[src/hw/rtl/nrhe_pkg.sv]
// Package for the neuron route hop expander.
// Holds shared constants, configuration register indexes and port codes.
// No dependencies.
package nrhe_pkg;
    localparam int MAX_POPULATIONS = 16;
    localparam int MAX_MESH_DIM = 16;
    localparam int NEURON_ID_BITS = 20;
    localparam int MAX_PES_PER_TILE = 64;
    localparam int MAX_NPE = 65536;
    localparam int CFG_DATA_W = 17;
    localparam int CFG_IDX_W = 3;

    localparam logic [CFG_IDX_W-1:0] REG_MESH_WIDTH = 3'd0;
    localparam logic [CFG_IDX_W-1:0] REG_MESH_HEIGHT = 3'd1;
    localparam logic [CFG_IDX_W-1:0] REG_PES_PER_TILE = 3'd2;
    localparam logic [CFG_IDX_W-1:0] REG_NEURONS_PER_PE = 3'd3;
    localparam logic [CFG_IDX_W-1:0] REG_TORUS_MODE = 3'd4;
    localparam logic [CFG_IDX_W-1:0] REG_POP_COUNT = 3'd5;

    localparam logic [6:0] PORT_NORTH = 7'd0;
    localparam logic [6:0] PORT_EAST = 7'd1;
    localparam logic [6:0] PORT_SOUTH = 7'd2;
    localparam logic [6:0] PORT_WEST = 7'd3;
    localparam logic [6:0] PORT_LOCAL = 7'd4;

    localparam logic FUNC_LOAD = 1'b0;
    localparam logic FUNC_ROUTE = 1'b1;
endpackage

[src/hw/rtl/nrhe_ram.sv]
// Generic single-port write, single-port read RAM with registered read data.
// No dependencies.
module nrhe_ram #(
    parameter int WIDTH = 8,
    parameter int DEPTH = 16
) (
    input  logic                     aclk,
    input  logic                     we,
    input  logic [$clog2(DEPTH)-1:0] waddr,
    input  logic [WIDTH-1:0]         wdata,
    input  logic [$clog2(DEPTH)-1:0] raddr,
    output logic [WIDTH-1:0]         rdata
);
    logic [WIDTH-1:0] mem [DEPTH];

    always_ff @(posedge aclk) begin
        if (we) begin
            mem[waddr] <= wdata;
        end
        rdata <= mem[raddr];
    end
endmodule

[src/hw/rtl/neuron_route_hop_expander_top.sv]
// A load item runs through the states LD_RD, LD_WAIT, LD_DIV and LD_WR before the next transfer.
// A route item gives its first result after the scans, the divisions and the hop plan, then
// one result per cycle while the receiver is ready; the next transfer follows the last result.
// Throughput: one item at a time, set by the population scans, the shared restoring divider
// (one quotient bit per cycle) and the hop walk. Reset: aresetn, synchronous and active low,
// clears control state and restores register defaults; the population tables stay undefined.
module neuron_route_hop_expander_top #(
    parameter int MAX_POPULATIONS = nrhe_pkg::MAX_POPULATIONS,
    parameter int MAX_MESH_DIM = nrhe_pkg::MAX_MESH_DIM,
    parameter int NEURON_ID_BITS = nrhe_pkg::NEURON_ID_BITS
) (
    input  logic                               aclk,
    input  logic                               aresetn,
    input  logic                               cfg_we,
    input  logic [nrhe_pkg::CFG_IDX_W-1:0]     cfg_index,
    input  logic [nrhe_pkg::CFG_DATA_W-1:0]    cfg_data,
    input  logic                               s_valid,
    output logic                               s_ready,
    input  logic                               s_func,
    input  logic [3:0]                         s_pop_index,
    input  logic [19:0]                        s_pop_first_id,
    input  logic [19:0]                        s_pop_last_id,
    input  logic [19:0]                        s_src_neuron,
    input  logic [19:0]                        s_dst_neuron,
    output logic                               m_valid,
    input  logic                               m_ready,
    output logic [7:0]                         m_tile_index,
    output logic [19:0]                        m_key_neuron,
    output logic [6:0]                         m_out_port,
    output logic                               m_last_hop,
    output logic                               m_range_error
);
    localparam int PW = $clog2(MAX_POPULATIONS);
    localparam int PC_W = $clog2(MAX_POPULATIONS + 1);
    localparam int CW = $clog2(MAX_MESH_DIM);
    localparam int DW = $clog2(MAX_MESH_DIM + 1);
    localparam int NB = NEURON_ID_BITS;
    localparam int VW = 40;
    localparam int QB = 22;

    typedef enum logic [4:0] {
        ST_IDLE, ST_LD_RD, ST_LD_WAIT, ST_LD_DIV, ST_LD_WR,
        ST_SCAN, ST_SCAN_WAIT, ST_PREV_RD, ST_PREV_WAIT, ST_LPE, ST_LPE_DIV,
        ST_TILE_DIV, ST_X_DIV, ST_NEXT, ST_PLAN, ST_WALK, ST_ERR
    } state_t;

    state_t state_reg;
    logic [4:0] w_cfg_reg, h_cfg_reg, pc_cfg_reg;
    logic [6:0] ppt_cfg_reg;
    logic [16:0] npe_cfg_reg;
    logic torus_reg;

    logic fnc_reg;
    logic [PW-1:0] idx_reg;
    logic [NB-1:0] first_reg, last_reg, src_reg, dst_reg, cur_reg;
    logic side_reg;
    logic [PC_W-1:0] scan_reg;
    logic [PW-1:0] pop_reg;
    logic [NB:0] lid_reg;
    logic lneg_reg;
    logic [15:0] accprev_reg;

    logic [VW-1:0] dnum_reg;
    logic [VW-1:0] drem_reg;
    logic [QB-1:0] dquo_reg;
    logic [16:0] dden_reg;
    logic [4:0] dcnt_reg;

    logic [CW-1:0] sx_reg, sy_reg, dx_reg, dy_reg;
    logic [6:0] dl_reg, sl_reg;
    logic [CW-1:0] cx_reg, cy_reg;
    logic [DW-1:0] xs_reg, ys_reg;
    logic xup_reg, yup_reg;
    logic [7:0] ytile_reg;

    logic m_valid_reg;
    logic [7:0] m_tile_reg;
    logic [19:0] m_key_reg;
    logic [6:0] m_port_reg;
    logic m_last_reg, m_err_reg;

    logic [DW-1:0] w_eff, h_eff;
    logic [6:0] ppt_eff;
    logic [16:0] npe_eff;
    logic [PC_W-1:0] cnt_eff;

    always_comb begin
        w_eff = (w_cfg_reg == 5'd0) ? DW'(1) :
            ((32'(w_cfg_reg) > MAX_MESH_DIM) ? DW'(MAX_MESH_DIM) : DW'(w_cfg_reg));
        h_eff = (h_cfg_reg == 5'd0) ? DW'(1) :
            ((32'(h_cfg_reg) > MAX_MESH_DIM) ? DW'(MAX_MESH_DIM) : DW'(h_cfg_reg));
        ppt_eff = (ppt_cfg_reg == 7'd0) ? 7'd1 : ((ppt_cfg_reg > 7'd64) ? 7'd64 : ppt_cfg_reg);
        npe_eff = (npe_cfg_reg == 17'd0) ? 17'd1 :
            ((npe_cfg_reg > 17'd65536) ? 17'd65536 : npe_cfg_reg);
        cnt_eff = (32'(pc_cfg_reg) > MAX_POPULATIONS) ? PC_W'(MAX_POPULATIONS) :
            PC_W'(pc_cfg_reg);
    end

    // Three tables, one RAM each, with a shared read address.
    logic ram_we;
    logic [PW-1:0] ram_waddr, ram_raddr;
    logic [NB-1:0] rd_first, rd_last;
    logic [15:0] rd_acc, acc_wdata;

    nrhe_ram #(.WIDTH(NB), .DEPTH(MAX_POPULATIONS)) u_first (
        .aclk(aclk), .we(ram_we), .waddr(ram_waddr), .wdata(first_reg),
        .raddr(ram_raddr), .rdata(rd_first));
    nrhe_ram #(.WIDTH(NB), .DEPTH(MAX_POPULATIONS)) u_last (
        .aclk(aclk), .we(ram_we), .waddr(ram_waddr), .wdata(last_reg),
        .raddr(ram_raddr), .rdata(rd_last));
    nrhe_ram #(.WIDTH(16), .DEPTH(MAX_POPULATIONS)) u_acc (
        .aclk(aclk), .we(ram_we), .waddr(ram_waddr), .wdata(acc_wdata),
        .raddr(ram_raddr), .rdata(rd_acc));

    // Restoring divider step.
    logic [VW:0] dtrial;
    logic [VW-1:0] drem_sh;
    always_comb begin
        drem_sh = {drem_reg[VW-2:0], dnum_reg[VW-1]};
        dtrial = {1'b0, drem_sh} - {{(VW-16){1'b0}}, dden_reg};
    end
    logic [VW-1:0] drem_nx;
    logic [QB-1:0] dquo_nx;
    always_comb begin
        if (!dtrial[VW]) begin
            drem_nx = dtrial[VW-1:0];
            dquo_nx = {dquo_reg[QB-2:0], 1'b1};
        end else begin
            drem_nx = drem_sh;
            dquo_nx = {dquo_reg[QB-2:0], 1'b0};
        end
    end

    logic [16:0] acc_sum;
    logic [NB:0] lid_calc;
    logic [NB:0] lid_mag;
    logic match;
    logic signed [23:0] gpe;
    logic signed [CW+1:0] ddx, ddy;
    logic [DW-1:0] xs_n, ys_n;
    logic xup_n, yup_n;
    logic [7:0] hop_tile;

    always_comb begin
        acc_sum = {1'b0, (idx_reg == '0) ? 16'd0 : rd_acc} + 17'(dquo_reg);
        acc_wdata = (acc_sum > 17'hFFFF || dquo_reg > QB'(17'hFFFF)) ? 16'hFFFF :
            acc_sum[15:0];
        match = (cur_reg >= rd_first) && (cur_reg <= rd_last);
        lid_calc = (pop_reg == '0) ? {1'b0, cur_reg} : ({1'b0, cur_reg} - {1'b0, rd_last});
        lid_mag = lid_calc[NB] ? (~lid_calc + 1'b1) : lid_calc;
        if (lneg_reg) begin
            gpe = 24'(accprev_reg) - 24'(dquo_reg);
        end else begin
            gpe = 24'(accprev_reg) + 24'(dquo_reg);
        end
        ddx = (CW+2)'(dx_reg) - (CW+2)'(sx_reg);
        ddy = (CW+2)'(dy_reg) - (CW+2)'(sy_reg);
        xs_n = '0; xup_n = 1'b1; ys_n = '0; yup_n = 1'b1;
        if (torus_reg && ((ddx > 0 && 32'(ddx) > 32'(w_eff) / 2) ||
                (ddx < 0 && 32'(-ddx) > 32'(w_eff) / 2))) begin
            if (ddx > 0) begin
                xs_n = DW'(w_eff - DW'(ddx)); xup_n = 1'b0;
            end else begin
                xs_n = DW'(w_eff + DW'(ddx)); xup_n = 1'b1;
            end
        end else if (ddx >= 0) begin
            xs_n = DW'(ddx); xup_n = 1'b1;
        end else begin
            xs_n = DW'(-ddx); xup_n = 1'b0;
        end
        if (torus_reg && ((ddy > 0 && 32'(ddy) > 32'(h_eff) / 2) ||
                (ddy < 0 && 32'(-ddy) > 32'(h_eff) / 2))) begin
            if (ddy > 0) begin
                ys_n = DW'(h_eff - DW'(ddy)); yup_n = 1'b0;
            end else begin
                ys_n = DW'(h_eff + DW'(ddy)); yup_n = 1'b1;
            end
        end else if (ddy >= 0) begin
            ys_n = DW'(ddy); yup_n = 1'b1;
        end else begin
            ys_n = DW'(-ddy); yup_n = 1'b0;
        end
        hop_tile = ytile_reg + 8'(cx_reg);
    end

    assign ram_raddr = (state_reg == ST_SCAN || state_reg == ST_IDLE) ? scan_reg[PW-1:0] :
        ((fnc_reg == nrhe_pkg::FUNC_LOAD) ? PW'(idx_reg - 1'b1) : PW'(pop_reg - 1'b1));
    assign ram_we = (state_reg == ST_LD_WR);
    assign ram_waddr = idx_reg;

    logic out_free;
    assign out_free = !m_valid_reg || m_ready;
    assign s_ready = (state_reg == ST_IDLE);

    always_ff @(posedge aclk) begin
        if (!aresetn) begin
            state_reg <= ST_IDLE;
            w_cfg_reg <= 5'd4; h_cfg_reg <= 5'd4; ppt_cfg_reg <= 7'd4;
            npe_cfg_reg <= 17'd256; torus_reg <= 1'b0; pc_cfg_reg <= 5'd0;
            m_valid_reg <= 1'b0;
            scan_reg <= '0;
        end else begin
            if (cfg_we) begin
                unique case (cfg_index)
                    nrhe_pkg::REG_MESH_WIDTH: w_cfg_reg <= cfg_data[4:0];
                    nrhe_pkg::REG_MESH_HEIGHT: h_cfg_reg <= cfg_data[4:0];
                    nrhe_pkg::REG_PES_PER_TILE: ppt_cfg_reg <= cfg_data[6:0];
                    nrhe_pkg::REG_NEURONS_PER_PE: npe_cfg_reg <= cfg_data;
                    nrhe_pkg::REG_TORUS_MODE: torus_reg <= cfg_data[0];
                    nrhe_pkg::REG_POP_COUNT: pc_cfg_reg <= cfg_data[4:0];
                    default: ;
                endcase
            end
            if (m_valid_reg && m_ready && state_reg != ST_WALK && state_reg != ST_ERR) begin
                m_valid_reg <= 1'b0;
            end
            unique case (state_reg)
                ST_IDLE: begin
                    scan_reg <= '0;
                    if (s_valid) begin
                        fnc_reg <= s_func;
                        idx_reg <= PW'(s_pop_index);
                        first_reg <= NB'(s_pop_first_id);
                        last_reg <= NB'(s_pop_last_id);
                        src_reg <= NB'(s_src_neuron);
                        dst_reg <= NB'(s_dst_neuron);
                        cur_reg <= NB'(s_src_neuron);
                        side_reg <= 1'b0;
                        pop_reg <= '0;
                        if (s_func == nrhe_pkg::FUNC_LOAD) begin
                            state_reg <= (32'(s_pop_index) >= MAX_POPULATIONS) ? ST_IDLE
                                : ST_LD_RD;
                        end else begin
                            state_reg <= ST_SCAN;
                        end
                    end
                end
                ST_LD_RD: begin
                    if (last_reg >= first_reg) begin
                        dnum_reg <= VW'({1'b0, last_reg} - {1'b0, first_reg}) + VW'(npe_eff);
                    end else begin
                        dnum_reg <= '0;
                    end
                    drem_reg <= '0; dquo_reg <= '0;
                    dden_reg <= npe_eff;
                    dcnt_reg <= '0;
                    state_reg <= ST_LD_WAIT;
                end
                ST_LD_WAIT: begin
                    dnum_reg <= dnum_reg << (VW - QB);
                    state_reg <= ST_LD_DIV;
                end
                ST_LD_DIV: begin
                    drem_reg <= drem_nx; dquo_reg <= dquo_nx;
                    dnum_reg <= dnum_reg << 1;
                    dcnt_reg <= dcnt_reg + 1'b1;
                    if (dcnt_reg == 5'(QB - 1)) begin
                        state_reg <= ST_LD_WR;
                    end
                end
                ST_LD_WR: begin
                    state_reg <= ST_IDLE;
                end
                ST_SCAN: begin
                    if (scan_reg >= cnt_eff) begin
                        state_reg <= ST_PREV_RD;
                    end else begin
                        state_reg <= ST_SCAN_WAIT;
                    end
                end
                ST_SCAN_WAIT: begin
                    if (match) begin
                        pop_reg <= scan_reg[PW-1:0];
                    end
                    scan_reg <= scan_reg + 1'b1;
                    state_reg <= ST_SCAN;
                end
                ST_PREV_RD: begin
                    state_reg <= ST_PREV_WAIT;
                end
                ST_PREV_WAIT: begin
                    lid_reg <= lid_mag;
                    lneg_reg <= lid_calc[NB];
                    accprev_reg <= (pop_reg == '0) ? 16'd0 : rd_acc;
                    state_reg <= ST_LPE;
                end
                ST_LPE: begin
                    if (lneg_reg) begin
                        dnum_reg <= VW'(lid_reg) << (VW - QB);
                    end else if (lid_reg != '0) begin
                        dnum_reg <= (VW'(lid_reg) + VW'(npe_eff) - 1'b1) << (VW - QB);
                    end else begin
                        dnum_reg <= '0;
                    end
                    drem_reg <= '0; dquo_reg <= '0;
                    dden_reg <= npe_eff;
                    dcnt_reg <= '0;
                    state_reg <= ST_LPE_DIV;
                end
                ST_LPE_DIV: begin
                    drem_reg <= drem_nx; dquo_reg <= dquo_nx;
                    dnum_reg <= dnum_reg << 1;
                    if (dcnt_reg == 5'(QB - 1)) begin
                        state_reg <= ST_TILE_DIV;
                        dcnt_reg <= '0;
                    end else begin
                        dcnt_reg <= dcnt_reg + 1'b1;
                    end
                end
                ST_TILE_DIV: begin
                    if (dcnt_reg == '0) begin
                        if (gpe < 1) begin
                            state_reg <= ST_ERR;
                        end else begin
                            dnum_reg <= VW'(gpe - 1) << (VW - QB);
                            drem_reg <= '0; dquo_reg <= '0;
                            dden_reg <= 17'(ppt_eff);
                            dcnt_reg <= 5'd1;
                        end
                    end else if (dcnt_reg == 5'(QB)) begin
                        sl_reg <= 7'(drem_nx);
                        dnum_reg <= VW'(dquo_nx) << (VW - QB);
                        drem_reg <= '0; dquo_reg <= '0;
                        dden_reg <= 17'(w_eff);
                        dcnt_reg <= '0;
                        state_reg <= ST_X_DIV;
                    end else begin
                        drem_reg <= drem_nx; dquo_reg <= dquo_nx;
                        dnum_reg <= dnum_reg << 1;
                        dcnt_reg <= dcnt_reg + 1'b1;
                    end
                end
                ST_X_DIV: begin
                    drem_reg <= drem_nx; dquo_reg <= dquo_nx;
                    dnum_reg <= dnum_reg << 1;
                    dcnt_reg <= dcnt_reg + 1'b1;
                    if (dcnt_reg == 5'(QB - 1)) begin
                        if (dquo_nx >= QB'(h_eff)) begin
                            state_reg <= ST_ERR;
                        end else begin
                            if (!side_reg) begin
                                sx_reg <= CW'(drem_nx); sy_reg <= CW'(dquo_nx);
                            end else begin
                                dx_reg <= CW'(drem_nx); dy_reg <= CW'(dquo_nx);
                                dl_reg <= sl_reg;
                            end
                            state_reg <= ST_NEXT;
                        end
                    end
                end
                ST_NEXT: begin
                    if (!side_reg) begin
                        side_reg <= 1'b1;
                        cur_reg <= dst_reg;
                        scan_reg <= '0;
                        pop_reg <= '0;
                        state_reg <= ST_SCAN;
                    end else begin
                        state_reg <= ST_PLAN;
                    end
                end
                ST_PLAN: begin
                    xs_reg <= xs_n; xup_reg <= xup_n;
                    ys_reg <= ys_n; yup_reg <= yup_n;
                    cx_reg <= sx_reg; cy_reg <= sy_reg;
                    ytile_reg <= 8'(32'(sy_reg) * 32'(w_eff));
                    state_reg <= ST_WALK;
                end
                ST_WALK: begin
                    if (out_free) begin
                        m_valid_reg <= 1'b1;
                        m_key_reg <= 20'(src_reg);
                        m_err_reg <= 1'b0;
                        m_tile_reg <= hop_tile;
                        if (xs_reg != '0) begin
                            m_port_reg <= xup_reg ? nrhe_pkg::PORT_EAST : nrhe_pkg::PORT_WEST;
                            m_last_reg <= 1'b0;
                            xs_reg <= xs_reg - 1'b1;
                            if (xup_reg) begin
                                cx_reg <= (DW'(cx_reg) + 1'b1 == w_eff) ? '0 : cx_reg + 1'b1;
                            end else begin
                                cx_reg <= (cx_reg == '0) ? CW'(w_eff - 1'b1) : cx_reg - 1'b1;
                            end
                        end else if (ys_reg != '0) begin
                            m_port_reg <= yup_reg ? nrhe_pkg::PORT_SOUTH : nrhe_pkg::PORT_NORTH;
                            m_last_reg <= 1'b0;
                            ys_reg <= ys_reg - 1'b1;
                            if (yup_reg) begin
                                if (DW'(cy_reg) + 1'b1 == h_eff) begin
                                    cy_reg <= '0; ytile_reg <= '0;
                                end else begin
                                    cy_reg <= cy_reg + 1'b1;
                                    ytile_reg <= ytile_reg + 8'(w_eff);
                                end
                            end else begin
                                if (cy_reg == '0) begin
                                    cy_reg <= CW'(h_eff - 1'b1);
                                    ytile_reg <= 8'(32'(h_eff - 1'b1) * 32'(w_eff));
                                end else begin
                                    cy_reg <= cy_reg - 1'b1;
                                    ytile_reg <= ytile_reg - 8'(w_eff);
                                end
                            end
                        end else begin
                            m_port_reg <= nrhe_pkg::PORT_LOCAL + dl_reg;
                            m_last_reg <= 1'b1;
                            state_reg <= ST_IDLE;
                        end
                    end
                end
                ST_ERR: begin
                    if (out_free) begin
                        m_valid_reg <= 1'b1;
                        m_key_reg <= 20'(src_reg);
                        m_tile_reg <= '0;
                        m_port_reg <= nrhe_pkg::PORT_NORTH;
                        m_last_reg <= 1'b1;
                        m_err_reg <= 1'b1;
                        state_reg <= ST_IDLE;
                    end
                end
                default: state_reg <= ST_IDLE;
            endcase
        end
    end

    assign m_valid = m_valid_reg;
    assign m_tile_index = m_tile_reg;
    assign m_key_neuron = m_key_reg;
    assign m_out_port = m_port_reg;
    assign m_last_hop = m_last_reg;
    assign m_range_error = m_err_reg;
endmodule

[config.mk]
export PLATFORM = sky130hd
export DESIGN_NAME = neuron_route_hop_expander_top
export DESIGN_NICKNAME = d
export VERILOG_FILES = /design/src/hw/rtl/nrhe_pkg.sv /design/src/hw/rtl/nrhe_ram.sv /design/src/hw/rtl/neuron_route_hop_expander_top.sv
export SDC_FILE = /design/constraint.sdc
export NUM_CORES = 2
export LEC_CHECK = 0
export ABC_AREA = 0
export BUFFER_PORTS_ARGS = -buffer_cell sky130_fd_sc_hd__buf_2
export CORE_MARGIN = 5
export CORE_UTILIZATION = 30
export DETAILED_ROUTE_END_ITERATION = 8
export PLACE_DENSITY = 0.5
export SYNTH_ARGS = -nofsm -noshare
export SYNTH_HDL_FRONTEND = slang
export SYNTH_SLANG_ARGS = --single-unit
[constraint.sdc]
create_clock -name aclk -period 12.4 [get_ports aclk]
set_clock_uncertainty 0.15 [all_clocks]
set_input_delay 1.86 -clock aclk [delete_from_list [all_inputs] [get_ports aclk]]
set_output_delay 1.86 -clock aclk [all_outputs]
set_load 0.05 [all_outputs]
==> impl_metrics.env <==
export IMPL_yosys_warnings=0
export IMPL_required_ns=12.64
export IMPL_fin_tns_setup_ns=0
export IMPL_ys_types=94
export IMPL_grt_max_degree=110
export IMPL_clock_latency_ns=0.80
export IMPL_post_cts_setup_buffer_count=0
export IMPL_max_slew_margin_rel=0.141
export IMPL_core_area_um2=217000
export IMPL_wl_per_cell_um=23.7
export IMPL_clk_pin_slew_ns=0.05
export IMPL_drcViolationCount=0
export IMPL_areaGrowthSynthToFinish_pct=14.4
export IMPL_leakagePower_nw=26.1
export IMPL_antenna_found_initial=11
export IMPL_yosysSeqAreaShare=0.610
export IMPL_p_per_area_nw_per_um2=212
export IMPL_die_h_um=478
export IMPL_reg_top3="u_first.mem: 320 flops, u_last.mem: 320 flops, u_acc.mem: 256 flops"
export IMPL_cts_max_level=4
export IMPL_synth_main_ff_cell="edfxtp_1"
export IMPL_syn_avg_cell_area_um2=13.6
export IMPL_ios=149
export IMPL_place_congestion=0.889
export IMPL_hpwl_um=124000
export IMPL_final_hold_violation_count=0
export IMPL_place_ws_ns=5.44
export IMPL_power_internal_mw=10.4
export IMPL_firstDrtPassIters=6
export IMPL_grt_first_pass_wirelength_um=277000
export IMPL_fill_cells=21100
export IMPL_layout_nets=5450
export IMPL_overflow=0
export IMPL_tightestPinTransition_ns=1.28
export IMPL_vias=40700
export IMPL_clk_path_buf_depth=3
export IMPL_setup_viol=0
export IMPL_post_route_period_util=0.556
export IMPL_max_clock_freq_mhz=145
export IMPL_maxSlewViolCount=0
export IMPL_dieArea_um2=228000
export IMPL_hp_class="register to register"
export IMPL_cts_tree="built"
export IMPL_layout_setup_ws_ns=5.51
export IMPL_critPathKind="register to register"
export IMPL_numCtsBuffers=152
export IMPL_critPathCaptureType="register"
export IMPL_syn_area_um2=65600
export IMPL_clock_sinks=1369
export IMPL_fp_dieW_um=478
export IMPL_ys_ff_latch=1369
export IMPL_min_period_ns=6.89
export IMPL_start_util=0.302
export IMPL_io_buffers=148
export IMPL_peakVddDrop_v=0.000294
export IMPL_cts_resized=0
export IMPL_status="finished, final reports clean"
export IMPL_swShare=0.345
export IMPL_ctsHoldBuffers=0
export IMPL_drv_cap=0
export IMPL_wirelength_um=189000
export IMPL_ys_async_sr_fraction=0
export IMPL_critPathArrivalTime_ns=7.14
export IMPL_drtAntennaViolNets=0
export IMPL_cp_max_fo=28
export IMPL_p_clk_frac=0.279
export IMPL_drive_above_1_share=0.153
export IMPL_grt_pass1_vias=40800
export IMPL_postSynthCellCount=4812
export IMPL_comb_power_share=0.350
export IMPL_start_kind="register"
export IMPL_rows=171
export IMPL_switchingPower_mw=5.48
export IMPL_seqPwrFrac=0.370
export IMPL_drtIter0Drc=3614
export IMPL_viasPerCell=5.08
export IMPL_grt_usage=0.162
export IMPL_clk_root_buffer_cell="clkbuf_16"
export IMPL_rsz0062_at_grt="no"
export IMPL_synth_edf_count=1262
path summary, 6_finish.rpt:
path | start | endpoint | slack [ns] | depth (start not counted)
worst min register to register | sl_reg[0] | dl_reg[0] | 0.27 | 0
worst max register to register | drem_reg[23] | sy_reg[1] | 5.51 | 18
worst max-delay path | drem_reg[23] | sy_reg[1] | 5.51 | 18
worst min-delay path | sl_reg[0] | dl_reg[0] | 0.27 | 0
cell usage in the layout (no fill, tap or decap), drive strengths merged, types with 12 or more instances in the layout:
cell type  synthesis  final
edfxtp          1262   1262
nand2            390    390
inv              318    323
nor2             316    316
ha               295    295
buf               43    235
mux4             224    224
clkbuf           147    216
a21oi            208    208
o21ai            183    183
xnor2            142    142
dfxtp            107    107
and2             104    104
xor2              96     96
a31oi             89     89
a211oi            87     87
nor3              70     70
nand2b            55     55
nor2b             54     54
nand3             50     50
clkinv             2     48
a21o              46     46
mux2i             42     42
o211ai            40     40
nand4             39     39
fa                32     32
nor4              29     29
o21a              28     28
or3               28     28
mux2              27     27
o31ai             22     22
a222oi            20     20
and3              20     20
nor3b             15     15
o21bai            14     14
o22ai             13     13
or4               12     12
nor4b             12     12
cell usage after synthesis, types with 13 or more instances:
cell type,n,area [um^2]
nor4_1,27,169
a21oi_1,200,1000
o21ai_0,180,901
xnor2_1,142,1240
dfxtp_1,107,2140
fa_1,32,641
mux4_2,224,5040
nand2b_1,55,344
a211oi_1,87,653
nand2_1,387,1450
nor3b_1,15,113
nor2_1,315,1180
nor2b_1,54,338
edfxtp_1,1262,37900
inv_1,317,1190
clkbuf_1,147,552
o21a_1,28,210
a31oi_1,89,557
nand4_1,39,244
ha_1,295,3690
a222oi_1,20,200
xor2_1,96,841
o211ai_1,39,293
and2_1,100,626
o22ai_1,13,81.3
and3_1,20,125
buf_1,40,150
or3_1,25,156
nand3_1,50,250
mux2_2,25,282
o21bai_1,14,105
o31ai_1,21,158
a21o_1,46,345
nor3_1,70,350
mux2i_1,42,420
critical path, cell delays in order, from the launching register on:
cell and delay, ns:
edfxtp_1 0.45, or4_4 0.58, or4_4 0.44, or3_4 0.35, or3_4 0.34, or3_4 0.36
nor4_4 0.25, nand2_2 0.11, or2_1 0.48, clkinv_8 0.27, ha_1 0.26, nand2b_1 0.14
a21oi_1 0.14, nor2b_1 0.05, o21ai_0 0.14, nand2b_1 0.09, a311o_1 0.40, or4_1 0.50
nor3_1 1.05
layout make-up:
type | instances | area [um^2] | share of cell area
Antenna cell | 5 | 12.5 | 0.000167
Clock buffer | 216 | 4220 | 0.0562
Clock inverter | 63 | 712 | 0.00949
Inverter | 320 | 1210 | 0.0162
Multi-Input combinational cell | 2935 | 23900 | 0.318
Sequential cell | 1369 | 40000 | 0.534
Tap cell | 2854 | 3570 | 0.0476
Timing Repair Buffer | 235 | 1420 | 0.0189
per-layer routing:
layer  GRT usage  routed length, um  vias up  part of all wire
met5           0                 27        -           0.00014
met4      0.0590               7530        4             0.040
met3      0.0320              11500      294             0.061
met2       0.252              85100     1249              0.45
met1       0.225              85000    20500              0.45
li1            -                  -    18600                 -
cell families after synthesis:
| group | Yosys count | share of synthesized area |
|---|---|---|
| compound gates | 851 | 0.0841 |
| fa+ha+maj | 327 | 0.0660 |
| other cells | 1 | 0.0000572 |
| xor+xnor | 238 | 0.0318 |
| simple gates | 1223 | 0.0899 |
| flops | 1369 | 0.610 |
| buf+inv | 510 | 0.0300 |
| mux | 293 | 0.0880 |
through the flow:
stage	hold WS, ns	cell area [um^2]	cells	power (mW)	utilization
after detailed placement	0.255	70100	7713	11.6	0.322
after CTS	0.270	75000	7992	16.1	0.345
after global placement	0.252	70100	7713	11.6	0.322
after global routing	0.276	75000	7995	16.8	0.345
final	0.269	75000	7997	15.9	0.345
after floorplan	0.250	65600	4814	9.89	-
power groups by stage:
stage | clock (mW) | combinational [mW] | sequential, mW
6_report | 4.44 | 5.57 | 5.89
5_1_grt | 4.76 | 6.10 | 5.92
4_1_cts | 4.56 | 5.63 | 5.89
3_5_place_dp | 0 | 5.61 | 5.99
3_3_place_gp | 0 | 5.61 | 5.98
2_1_floorplan | 0 | 4.05 | 5.84
(Power assumes the default switching activity.)
